==> config.mk <==
export PLATFORM = sky130hd
export DESIGN_NAME = crpb_ctrl
export DESIGN_NICKNAME = d
export VERILOG_FILES = /design/src/rtl/crpb_pkg.sv /design/src/rtl/crpb_ctrl.sv
export SDC_FILE = /design/constraint.sdc
export NUM_CORES = 1
export LEC_CHECK = 0
export ABC_AREA = 1
export BUFFER_PORTS_ARGS = -buffer_cell sky130_fd_sc_hd__buf_2
export CAP_MARGIN = 20
export CORE_MARGIN = 2
export CORE_UTILIZATION = 47
export DETAILED_ROUTE_END_ITERATION = 8
export PLACE_DENSITY = 0.8
export SYNTH_ARGS = -nofsm -noshare
export SYNTH_HDL_FRONTEND = slang
export SYNTH_SLANG_ARGS = --single-unit
export TNS_END_PERCENT = 5
==> constraint.sdc <==
create_clock -name clock -period 3.3 [get_ports clock]
set_input_delay 0.165 -clock clock [delete_from_list [all_inputs] [get_ports clock]]
set_output_delay 0.165 -clock clock [all_outputs]
set_load 0.01 [all_outputs]
==> src/rtl/crpb_pkg.sv <==
package crpb_pkg;

   localparam int RAM_WORDS = 4096;
   localparam int ADDR_W    = $clog2(RAM_WORDS);

   // Request kinds carried in the req_type field.
   localparam logic [1:0] REQ_RD_BYTE = 2'd0;
   localparam logic [1:0] REQ_RD_WORD = 2'd1;
   localparam logic [1:0] REQ_WR_BYTE = 2'd2;
   localparam logic [1:0] REQ_WR_WORD = 2'd3;

   // Word and word-pair addresses of the palette and bank helper bytes.
   localparam logic [ADDR_W-1:0]   UNPACK_SRC_WORD = 12'hFF0;
   localparam logic [ADDR_W-1:0]   UNPACK_HI_WORD  = 12'hFF1;
   localparam logic [ADDR_W-1:0]   UNPACK_LO_WORD  = 12'hFF2;
   localparam logic [ADDR_W-2:0]   PACK_SRC_PAIR   = 11'h7FA;
   localparam logic [ADDR_W-1:0]   PACK_DST_WORD   = 12'hFF6;
   localparam logic [ADDR_W-2:0]   BANK_PAIR       = 11'h7FC;
   localparam logic [ADDR_W-1:0]   BANK_LO_WORD    = 12'hFF8;
   localparam logic [ADDR_W-1:0]   BANK_HI_WORD    = 12'hFF9;

   localparam logic [7:0]  BANK_F1_VALUE = 8'hA0;
   localparam logic [7:0]  BANK_F0_MASK  = 8'hFE;
   localparam logic [7:0]  BANK_F2_MASK  = 8'h7F;
   localparam logic [24:0] ROM_BASE      = 25'h100000;

   typedef struct packed {
      logic [1:0]  req_type;
      logic [12:0] byte_offset;
      logic [15:0] write_data;
   } req_item_type;

   typedef struct packed {
      logic [15:0] read_data;
      logic        bank_update;
      logic [24:0] rom_offset;
   } rsp_item_type;

   typedef struct packed {
      logic              wr_en;
      logic [ADDR_W-1:0] wr_addr;
      logic [15:0]       wr_data;
      logic              rd_en;
      logic [ADDR_W-1:0] rd_addr;
   } mem_req_type;

   typedef enum logic [1:0] {
      FX_NONE,
      FX_UNPACK,
      FX_PACK,
      FX_BANK
   } effect_type;

   typedef enum logic [2:0] {
      ST_CLEAR,
      ST_IDLE,
      ST_MAIN,
      ST_AUX,
      ST_SECOND,
      ST_HOLD
   } state_type;

endpackage

==> src/rtl/crpb_ctrl.sv <==
module crpb_ctrl
   import crpb_pkg::*;
(
   input  logic         clock,
   input  logic         reset,
   input  logic         req_valid,
   output logic         req_stall,
   input  req_item_type req_data,
   output logic         rsp_valid,
   input  logic         rsp_stall,
   output rsp_item_type rsp_data,
   output mem_req_type  mem_req,
   input  logic [15:0]  rd_data
);

   state_type         state_ff, state_in;
   logic [ADDR_W-1:0] clr_ff;
   logic [1:0]        kind_ff;
   logic [12:0]       off_ff;
   logic [15:0]       data_ff;
   effect_type        fx_ff, fx_in;
   logic [15:0]       word_ff, word_in;
   logic [15:0]       second_ff, second_in;
   logic [24:0]       rom_ff, rom_in;
   rsp_item_type      res_ff, res_next;
   rsp_item_type      rsp_ff;
   logic              rsp_valid_ff;
   logic              fin;
   logic              out_free;
   logic              accept;
   logic              rsp_load;

   assign req_stall = (state_ff != ST_IDLE);
   assign accept    = req_valid && (state_ff == ST_IDLE);
   assign out_free  = !rsp_valid_ff || !rsp_stall;
   assign rsp_load  = out_free && (fin || (state_ff == ST_HOLD));
   assign rsp_valid = rsp_valid_ff;
   assign rsp_data  = rsp_ff;

   // Only writes can trigger a helper; bit 0 plays no part in any window test.
   always_comb begin
      fx_in = FX_NONE;
      if (req_data.req_type == REQ_WR_BYTE || req_data.req_type == REQ_WR_WORD) begin
         if (req_data.byte_offset[12:1] == UNPACK_SRC_WORD) begin
            fx_in = FX_UNPACK;
         end else if (req_data.byte_offset[12:2] == PACK_SRC_PAIR) begin
            fx_in = FX_PACK;
         end else if (req_data.byte_offset[12:2] == BANK_PAIR) begin
            fx_in = FX_BANK;
         end
      end
   end

   always_comb begin
      state_in = state_ff;
      case (state_ff)
         ST_CLEAR: begin
            if (clr_ff == '1) begin
               state_in = ST_IDLE;
            end
         end
         ST_IDLE: begin
            if (req_valid) begin
               state_in = ST_MAIN;
            end
         end
         ST_MAIN: begin
            if (fin) begin
               state_in = out_free ? ST_IDLE : ST_HOLD;
            end else begin
               state_in = ST_AUX;
            end
         end
         ST_AUX: begin
            if (fin) begin
               state_in = out_free ? ST_IDLE : ST_HOLD;
            end else begin
               state_in = ST_SECOND;
            end
         end
         ST_SECOND: begin
            state_in = out_free ? ST_IDLE : ST_HOLD;
         end
         ST_HOLD: begin
            if (out_free) begin
               state_in = ST_IDLE;
            end
         end
         default: begin
            state_in = ST_CLEAR;
         end
      endcase
   end

   always_comb begin
      logic [15:0] lo_w;
      logic [15:0] hi_w;
      logic [7:0]  b1;
      logic [7:0]  b2;
      logic [7:0]  b3;
      logic [7:0]  b4;
      logic [7:0]  pack_lo;
      logic [7:0]  pack_hi;

      mem_req   = '0;
      fin       = 1'b0;
      res_next  = '0;
      word_in   = word_ff;
      second_in = second_ff;
      rom_in    = rom_ff;

      // In the helper steps one word of the pair is the one just written and
      // the other comes from the partner read.
      lo_w = off_ff[1] ? rd_data : word_ff;
      hi_w = off_ff[1] ? word_ff : rd_data;
      b1   = lo_w[15:8];
      b2   = lo_w[7:0];
      b3   = hi_w[15:8];
      b4   = hi_w[7:0];
      pack_lo = {b1[4:1], 4'b0000} | {1'b0, b2[7:1]};
      pack_hi = {1'b0, b4[7:1]} | {b3[0], b4[0], b1[0], b2[0], 4'b0000};

      case (state_ff)
         ST_CLEAR: begin
            mem_req.wr_en   = 1'b1;
            mem_req.wr_addr = clr_ff;
            mem_req.wr_data = '0;
         end
         ST_IDLE: begin
            mem_req.rd_en   = req_valid;
            mem_req.rd_addr = req_data.byte_offset[12:1];
         end
         ST_MAIN: begin
            if (kind_ff == REQ_RD_BYTE) begin
               fin = 1'b1;
               res_next.read_data = {8'h00, off_ff[0] ? rd_data[7:0] : rd_data[15:8]};
            end else if (kind_ff == REQ_RD_WORD) begin
               fin = 1'b1;
               res_next.read_data = rd_data;
            end else begin
               if (kind_ff == REQ_WR_WORD) begin
                  word_in = data_ff;
               end else if (off_ff[0]) begin
                  word_in = {rd_data[15:8], data_ff[7:0]};
               end else begin
                  word_in = {data_ff[7:0], rd_data[7:0]};
               end
               mem_req.wr_en   = 1'b1;
               mem_req.wr_addr = off_ff[12:1];
               mem_req.wr_data = word_in;
               mem_req.rd_en   = (fx_ff == FX_PACK) || (fx_ff == FX_BANK);
               mem_req.rd_addr = {off_ff[12:2], ~off_ff[1]};
               fin = (fx_ff == FX_NONE);
            end
         end
         ST_AUX: begin
            mem_req.wr_en = 1'b1;
            case (fx_ff)
               FX_UNPACK: begin
                  mem_req.wr_addr = UNPACK_HI_WORD;
                  mem_req.wr_data = {3'b000, word_ff[7:4], word_ff[13],
                                     3'b000, word_ff[3:0], word_ff[12]};
                  second_in = {7'b0000000, word_ff[15],
                               3'b000, word_ff[11:8], word_ff[14]};
               end
               FX_PACK: begin
                  mem_req.wr_addr = PACK_DST_WORD;
                  mem_req.wr_data = {pack_hi, pack_lo};
                  fin = 1'b1;
               end
               FX_BANK: begin
                  mem_req.wr_addr = BANK_LO_WORD;
                  mem_req.wr_data = {b1 & BANK_F0_MASK, BANK_F1_VALUE};
                  second_in = {b3 & BANK_F2_MASK, b4};
                  rom_in    = {1'b0, b3, b4, b1} + ROM_BASE;
               end
               default: begin
                  mem_req.wr_en = 1'b0;
                  fin = 1'b1;
               end
            endcase
         end
         ST_SECOND: begin
            fin = 1'b1;
            mem_req.wr_en   = 1'b1;
            mem_req.wr_addr = (fx_ff == FX_BANK) ? BANK_HI_WORD : UNPACK_LO_WORD;
            mem_req.wr_data = second_ff;
            if (fx_ff == FX_BANK) begin
               res_next.bank_update = 1'b1;
               res_next.rom_offset  = rom_ff;
            end
         end
         default: begin
         end
      endcase
   end

   always_ff @(posedge clock) begin
      if (reset) begin
         state_ff     <= ST_CLEAR;
         clr_ff       <= '0;
         rsp_valid_ff <= 1'b0;
      end else begin
         state_ff <= state_in;
         if (state_ff == ST_CLEAR) begin
            clr_ff <= clr_ff + 1'b1;
         end
         if (rsp_load) begin
            rsp_valid_ff <= 1'b1;
         end else if (!rsp_stall) begin
            rsp_valid_ff <= 1'b0;
         end
      end
   end

   always_ff @(posedge clock) begin
      if (accept) begin
         kind_ff <= req_data.req_type;
         off_ff  <= req_data.byte_offset;
         data_ff <= req_data.write_data;
         fx_ff   <= fx_in;
      end
      word_ff   <= word_in;
      second_ff <= second_in;
      rom_ff    <= rom_in;
      if (fin) begin
         res_ff <= res_next;
      end
      if (rsp_load) begin
         rsp_ff <= (state_ff == ST_HOLD) ? res_ff : res_next;
      end
   end

endmodule

==> impl_results.md, run 1 <==
- Status: completed
- Synth Cell Area: 0.00868 mm2
- Cell chain of the critical path: nand2_1 -> buf_4 -> nor2_2 -> buf_4 -> a211oi_1 -> o21ai_1 -> buf_2
- Fin crit period: 2710 ps
- Number of nets in the layout: 1,106
- Remaining design rule violation count: 0
- Fraction of power consumed by combinational cells: 0.029
- WHS Path Cells: 2
- Reg-to-reg critical path endpoint: data_ff[5]
- Req. time, crit path: 3130 ps
- Area added between synthesis and finish: 20.6%
- Port-buffer cells: 136
- Synth warnings: 0
- Die area: 0.0196 mm2
- Setup repair after global routing missed its margin: false
- Worst vdd rail ir drop: 0.000370 V
- Crit path largest cell delay: 450 ps
- Initial Util: 0.481
- TritonCTS clock tree: done
- Number of top-level pins: 137
- Wire length of the first global-routing pass: 34.3 mm
- Count of maximum capacitance violations: 0
- Number of buffers inserted to repair setup after CTS: 0
- Critical path buffer and inverter count: 3
- Final count of pins violating max slew: 0
- Clock Tree Buf Depth: 2
- Capturing element type of the critical path: primary output
- Average cell area after synthesis: 9.78 um2
- Met1 layer usage reported by global route: 0.313
- Crit-path max FO: 27
- Pin count of the biggest net entering global routing: 58
- Post-Syn Instances: 887
- Average wire length per cell after detail routing: 17.0 um
- Peak-usage layer in the global routing report: met2
- Top library cells by usage in the layout, fill and taps aside: sky130_fd_sc_hd__nand2_1, sky130_fd_sc_hd__edfxtp_1, sky130_fd_sc_hd__buf_2
- Largest clock skew in the final design: 7.40 ps
- Path category of the worst min-delay check: in -> reg
- Die outline width: 140 um
- Number of failing setup endpoints in the final timing report: 0
- Row count: 49
- Transition time at the pin with the least slew margin: 923 ps
- Clock network fraction of design power: 0.416
- Switching part of the total power: 0.220
- Clock insertion delay at the later pin of the skew report: 440 ps
- Crit path launch type: flip-flop
- Most frequent standard cell in the layout excluding fill and tap cells: sky130_fd_sc_hd__nand2_1
- Final routed wirelength across all metal layers: 21.9 mm
- Crit-path leading delay family: buffers and inverters
- Sequential cell fraction of total power: 0.555
- Cell depth of the worst flop-to-flop path: 4
- Routed via count: 6,963
- Layout cell share with drive strength beyond 1: 0.184
- Share of the clock period used by the worst path after layout: 0.820
- Crit path top cell by count: sky130_fd_sc_hd__buf_4
- CTS buffer count: 17
- Most used flip-flop cell after synthesis: sky130_fd_sc_hd__edfxtp_1
- Final global-route overflow total: 0
- Post-route total power: 0.00466 W
- Post-synth EDFFs: 173
- Net load switching power: 0.00102 W
- First-pass iteration count of the detailed router: 6
- Clock-pin slew reported for the worst setup and hold paths after clock tree synthesis: 70 ps
- CTS H-tree lvls: 4
- Async SR Flop Fraction: 0
- Final RePlAce weighted congestion: 0.985
- Crit path arrival time: 2540 ps
- Final-report hold violation count: 0
- Number of synthesized register bits: 189
- Antenna cell count: 0
- Internal reg-to-reg setup slack: 1030 ps
- Number of antenna violations at the first check in global routing: 0
- Die Height: 140 um
- Post-synthesis net count: 940
- Core footprint: 0.0180 mm2
- Sequential area share after synthesis: 0.636
- Met3 Resource Use GR: 0.0413
- Accumulated negative setup slack: 0 ps
- Routed vias/inst: 5.38
- Routed Antenna Nets: 0
- Worst slew slack as a fraction of its limit: 0.383
- Static leakage: 4.40 nW
- Number of fill cells: 1,542
- Cell with the largest stage delay on the worst path: sky130_fd_sc_hd__edfxtp_1
- Min-Delay Startpoint: reset
- Detailed placer's ending HPWL: 16.1 mm
- PD cells: 445 mW/mm2
- Iter 0 DRT Violations: 810
- Routing usage on met2: 0.359
- Internal portion of total power: 0.00364 W
- Root Driver: sky130_fd_sc_hd__clkbuf_16
- Vias in the first global route: 6,409
- CTS Sinks: 189
- Terminating pin of the worst hold path: clr_ff[9]
- Count of distinct cell types in the synthesized netlist: 36
- FF-to-FF Start: state_ff[0]
- Type of the setup path with the least slack: reg -> out
- GRT Util Overall: 0.227
- F_max: 370 MHz
[worst max-delay path by stage]
| stage | start | end | slack [ps] | cells past startpoint |
|---|---|---|---|---|
| after floorplan | state_ff[0] | rsp_data[0] | 50 | 6 |
| after global placement | fx_ff[1] | res_ff[0] | 1160 | 5 |
| after detailed placement | fx_ff[1] | res_ff[1] | 1090 | 5 |
| after CTS | kind_ff[0] | mem_req[16] | 650 | 6 |
| after global routing | kind_ff[0] | mem_req[19] | 380 | 6 |
| final | fx_ff[1] | mem_req[32] | 590 | 7 |
[what timing repair did]
| item | CTS | global route |
|---|---|---|
| endpoints found under the hold margin | 31 | 0 |
| resized for setup | 0 | 0 |
| hold buffers | 31 | 0 |
[stage by stage]
step            util  instances  area, um2  hold WS (ps)  setup slack (ps)
3_3_place_gp   0.532       1232       9600           342              1160
2_1_floorplan      -        887       8680           264              50.0
3_5_place_dp   0.532       1232       9600           343              1090
5_1_grt        0.580       1294      10500          40.9               379
6_report       0.580       1294      10500          47.6               595
4_1_cts        0.580       1294      10500          38.9               649
[synth_stat cells (all sizes together), types with 4 or more instances]
library cell  count  area (um2)
o211ai            6        45.0
o21ai            98         490
dfxtp            16         320
clkbuf            9        33.8
o21a              9        67.6
xor2              4        35.0
nor2             91         364
nand2           216         813
inv             130         488
buf              23         120
nand4             8        50.1
nor3             13        81.3
a21oi            19        95.1
a21o              8        60.1
o221ai            8        70.1
edfxtp          173        5190
o22ai            14        87.6
o2111ai           4        35.0
nand3            26         130
[cell type report]
type	instances	area, um2	area share
inverters	130	488	0.0466
multi-input cells	536	2540	0.242
clock inverters	14	130	0.0124
flip-flops and latches	189	5520	0.527
repair buffers	179	1080	0.103
clock buffers	17	425	0.0407
well taps	229	287	0.0274
[worst register-to-register path, cell delays in order, from the launching register on]
cell and delay (ps):
sky130_fd_sc_hd__dfxtp_1 460, sky130_fd_sc_hd__nand2_1 160, sky130_fd_sc_hd__nor2_2 330, sky130_fd_sc_hd__inv_2 200, sky130_fd_sc_hd__nor2_4 730
[state kept, by name (all words and copies together) (netlist names), 2 cells and up]
| signal | flops |
|---|---|
| fx_ff | 2 |
| state_ff | 3 |
| rom_ff | 25 |
| off_ff | 13 |
| rsp_data | 42 |
| word_ff | 16 |
| clr_ff | 12 |
| kind_ff | 2 |
| res_ff | 42 |
| second_ff | 15 |
| data_ff | 16 |
[power by group through the flow]
stage,combinational (W),clock (W),sequential [W]
finish,0.000137,0.00194,0.00259
global route,0.000148,0.00206,0.00259
CTS,0.000135,0.00195,0.00259
detailed placement,0.000106,0,0.00264
global placement,0.000105,0,0.00264
floorplan,0.0000415,0,0.00264
[cell families (layout without fill, tap and decap cells)]
family                   Yosys count  in the layout  synth area share
AO/OA/AOI/OAI                    173            173             0.115
XOR/XNOR                           4              4           0.00404
adder cells (fa/ha/maj)            2              2           0.00288
buffers and inverters            162            340            0.0740
flip-flops                       189            189             0.636
AND/OR/NAND/NOR                  357            357             0.168
[routing by layer]
layer | wire length (um) | up-vias
met5 | 0 | -
met4 | 656 | 0
li1 | - | 3323
met2 | 10300 | 388
met3 | 2080 | 56
met1 | 8910 | 3196
Power figures use the tool's default switching activity.
==> run 2, diff against run 1 <==
ABC_AREA = 0   (was 1)
PLACE_DENSITY = 0.77   (was 0.8)
clock period = 2.6 ns   (was 3.3 ns; I/O delays follow)
==> run 2 against run 1 <==
  * Synthesized area fell by 4.1%
  * Clock-buffer cell count rose by 2
  * Register-to-register slack got worse by 620 ps
  * Critical path type unchanged
  * Largest power group unchanged
==> impl_results.md, run 2 <==
- Iter 0 DRT Violations: 621 (-23%)
- Worst slew slack as a fraction of its limit: 0.538 (+0.155)
- Crit-path max FO: 25 (-7.4%)
- CTS Sinks: 189 (unchanged)
- Wire length of the first global-routing pass: 32.8 mm (-4.2%)
- Final global-route overflow total: 0 (unchanged)
- Remaining design rule violation count: 0 (unchanged)
- Count of maximum capacitance violations: 0 (unchanged)
- Antenna cell count: 0 (unchanged)
- PD cells: 582 mW/mm2 (+31%)
- GRT Util Overall: 0.235 (+0.00800)
- Most area-hungry cell type in the Yosys netlist: sky130_fd_sc_hd__edfxtp_1
- CTS buffer count: 17 (unchanged)
- Cell with the largest stage delay on the worst path: sky130_fd_sc_hd__mux2i_1
- Most repeated cell in the gate-level netlist after synthesis: sky130_fd_sc_hd__edfxtp_1
- Average cell area after synthesis: 13.6 um2 (+39%)
- Largest cells by area after synthesis: sky130_fd_sc_hd__edfxtp_1, sky130_fd_sc_hd__mux2_2, sky130_fd_sc_hd__a21o_1, sky130_fd_sc_hd__dfxtp_1, sky130_fd_sc_hd__mux2i_1
- Req. time, crit path: 2470 ps (-660 ps)
- Row count: 48 (-2.0%)
- Status: completed
- Crit path largest cell delay: 460 ps (about the same)
- Most used flip-flop cell after synthesis: sky130_fd_sc_hd__edfxtp_1
- Final routed wirelength across all metal layers: 21.4 mm (-2.5%)
- Worst vdd rail ir drop: 0.000452 V (+22%)
- Die Height: 137 um (-2.0%)
- Die outline width: 137 um (-2.0%)
- Number of failing setup endpoints in the final timing report: 0 (unchanged)
- Finished Cell Area: 0.0103 mm2 (-2.0%)
- Die area: 0.0188 mm2 (-4.0%)
- Clock insertion delay at the later pin of the skew report: 430 ps (about the same)
- Setup repair after global routing missed its margin: false
- Core footprint: 0.0173 mm2 (-4.0%)
- Internal portion of total power: 0.00479 W (+32%)
- Most frequent standard cell in the layout excluding fill and tap cells: sky130_fd_sc_hd__edfxtp_1
- Port-buffer cells: 136 (unchanged)
- Capturing element type of the critical path: primary output
- Synth Cell Area: 0.00832 mm2 (-4.1%)
- Number of buffers inserted to repair setup after CTS: 0 (unchanged)
- Net load switching power: 0.00118 W (+16%)
- Placement-stage cell area: 0.00937 mm2 (-2.4%)
- Final cell count without fillers: 1,031 (-20%)
- Average wire length per cell after detail routing: 20.7 um (+22%)
- Final-report hold violation count: 0 (unchanged)
- Sequential cell fraction of total power: 0.552 (-0.003)
- Number of antenna violations at the first check in global routing: 0 (unchanged)
- F_max: 397 MHz
- Number of top-level pins: 137 (unchanged)
- Post-synthesis net count: 666 (-29%)
- Top library cells by usage in the layout, fill and taps aside: sky130_fd_sc_hd__edfxtp_1, sky130_fd_sc_hd__buf_2, sky130_fd_sc_hd__a21o_1
- TritonCTS clock tree: done
- Static leakage: 4.15 nW (-5.6%)
- Type of the setup path with the least slack: reg -> out
- Dpl ws: 428 ps (-666 ps)
- Fin crit period: 2520 ps
- Routed Antenna Nets: 0 (unchanged)
- Async SR Flop Fraction: 0 (unchanged)
- CTS H-tree lvls: 4 (unchanged)
- Switching part of the total power: 0.198 (-0.0215)
- Accumulated negative setup slack: 0 ps (unchanged)
- Crit path launch type: flip-flop
- Count of distinct cell types in the synthesized netlist: 51 (+42%)
- Final count of pins violating max slew: 0 (unchanged)
- Number of instances in the placed design: 967 (-22%)
- Root Driver: sky130_fd_sc_hd__clkbuf_16
- Post-synth EDFFs: 173 (unchanged)
- WHS Path Cells: 2 (unchanged)
- Routed via count: 6,064 (-13%)
- Layout cell share with drive strength beyond 1: 0.285 (+0.101)
- Clock-pin slew reported for the worst setup and hold paths after clock tree synthesis: 70 ps (about the same)
- Largest clock skew in the final design: 8.44 ps (+1.05 ps)
- Vias in the first global route: 5,916 (-7.7%)
- Number of synthesized register bits: 189 (unchanged)
- Post-Syn Instances: 613 (-31%)
- Sequential area share after synthesis: 0.663 (+0.0272)
- Synth warnings: 0 (unchanged)
- Final RePlAce weighted congestion: 1.03 (+4.5%)
- Detailed placer's ending HPWL: 14.9 mm (-7.2%)
- Path category of the worst min-delay check: in -> reg
- Initial Util: 0.481 (about the same)
- Share of the clock period used by the worst path after layout: 0.968
- Routed vias/inst: 5.88 (+9.3%)
- First-pass iteration count of the detailed router: 8 (+2)
- Pin count of the biggest net entering global routing: 43 (-26%)
- Fraction of power consumed by combinational cells: 0.032 (+0.003)
- Worst path setup slack after routing: 82.5 ps (-512 ps)
- Cell depth of the worst flop-to-flop path: 6 (+2)
- Crit path arrival time: 2390 ps (-150 ps)
- Number of nets in the layout: 846 (-24%)
- Commonest cells in the netlist: sky130_fd_sc_hd__edfxtp_1, sky130_fd_sc_hd__a21o_1, sky130_fd_sc_hd__nor2_1, sky130_fd_sc_hd__nand2_1, sky130_fd_sc_hd__mux2_2
- Transition time at the pin with the least slew margin: 691 ps (-232 ps)
- Area added between synthesis and finish: 23.3%
- Area share of the leading cell type in the synthesized netlist: 0.624 (+0.0257)
- Cell chain of the critical path: buf_4 -> mux2i_1 -> a21oi_1 -> a22o_1 -> a221o_1 -> buf_2
- Clock Tree Buf Depth: 2 (unchanged)
- Clock network fraction of design power: 0.416 (about the same)
run 2: cells by family (layout without fill, tap and decap cells):
| logic type | Yosys count | count (layout) | share of synthesized area |
|---|---|---|---|
| adder cells (fa/ha/maj) | 2 | 2 | 0.00301 |
| flip-flops | 189 | 189 | 0.663 |
| AND/OR/NAND/NOR | 147 | 147 | 0.0919 |
| XOR/XNOR | 12 | 12 | 0.0126 |
| AO/OA/AOI/OAI | 157 | 157 | 0.135 |
| multiplexers | 55 | 55 | 0.0707 |
| buffers and inverters | 51 | 244 | 0.0242 |
run 2: metrics by stage:
stage | hold WS, ps | power, W | utilization
after CTS | 61.8 | 0.00600 | 0.593
after global routing | 82.3 | 0.00614 | 0.593
after global placement | 307 | 0.00351 | 0.542
final | 75.3 | 0.00597 | 0.593
after detailed placement | 308 | 0.00351 | 0.542
after floorplan | 229 | 0.00342 | -
run 2: power by group through the flow:
stage	sequential [W]	combinational [W]	clock [W]
6_report	0.00330	0.000191	0.00248
2_1_floorplan	0.00336	0.0000621	0
5_1_grt	0.00330	0.000205	0.00264
3_5_place_dp	0.00336	0.000148	0
4_1_cts	0.00330	0.000186	0.00252
3_3_place_gp	0.00336	0.000146	0
run 2: cell type report:
class / count / area [um2]
clock buffers: 19 / 433
inverters: 17 / 67.6
repair buffers: 195 / 1200
multi-input cells: 373 / 2630
clock inverters: 13 / 124
flip-flops and latches: 189 / 5520
well taps: 225 / 282
fillers: 1336 / 7040
run 2: repair_timing:
action / in CTS / in global routing
resized for setup: 1 / 3
hold buffers: 32 / 0
endpoints found under the hold margin: 32 / 0
endpoints found under the setup margin: 1 / 23
run 2: routing by layer:
layer	part of all wire	global-route usage
met1	0.40	0.300
met5	0	0
met2	0.50	0.394
met4	0.023	0.0871
met3	0.081	0.0511
run 2: worst max-delay path, delay by kind of cell, from the launching register on:
| kind | cells | cell delay [ps] |
|---|---|---|
| buf+inv | 2 | 490 |
| mux | 1 | 460 |
| flops | 1 | 350 |
| compound gates | 3 | 650 |
run 2: path summary, 6_finish.rpt:
kind | start | to | slack, ps
min reg2reg | res_ff[17] | rsp_data[17] | 520
max | off_ff[1] | mem_req[24] | 80
min | reset | clr_ff[1] | 80
max reg2reg | state_ff[0] | rsp_data[37] | 410
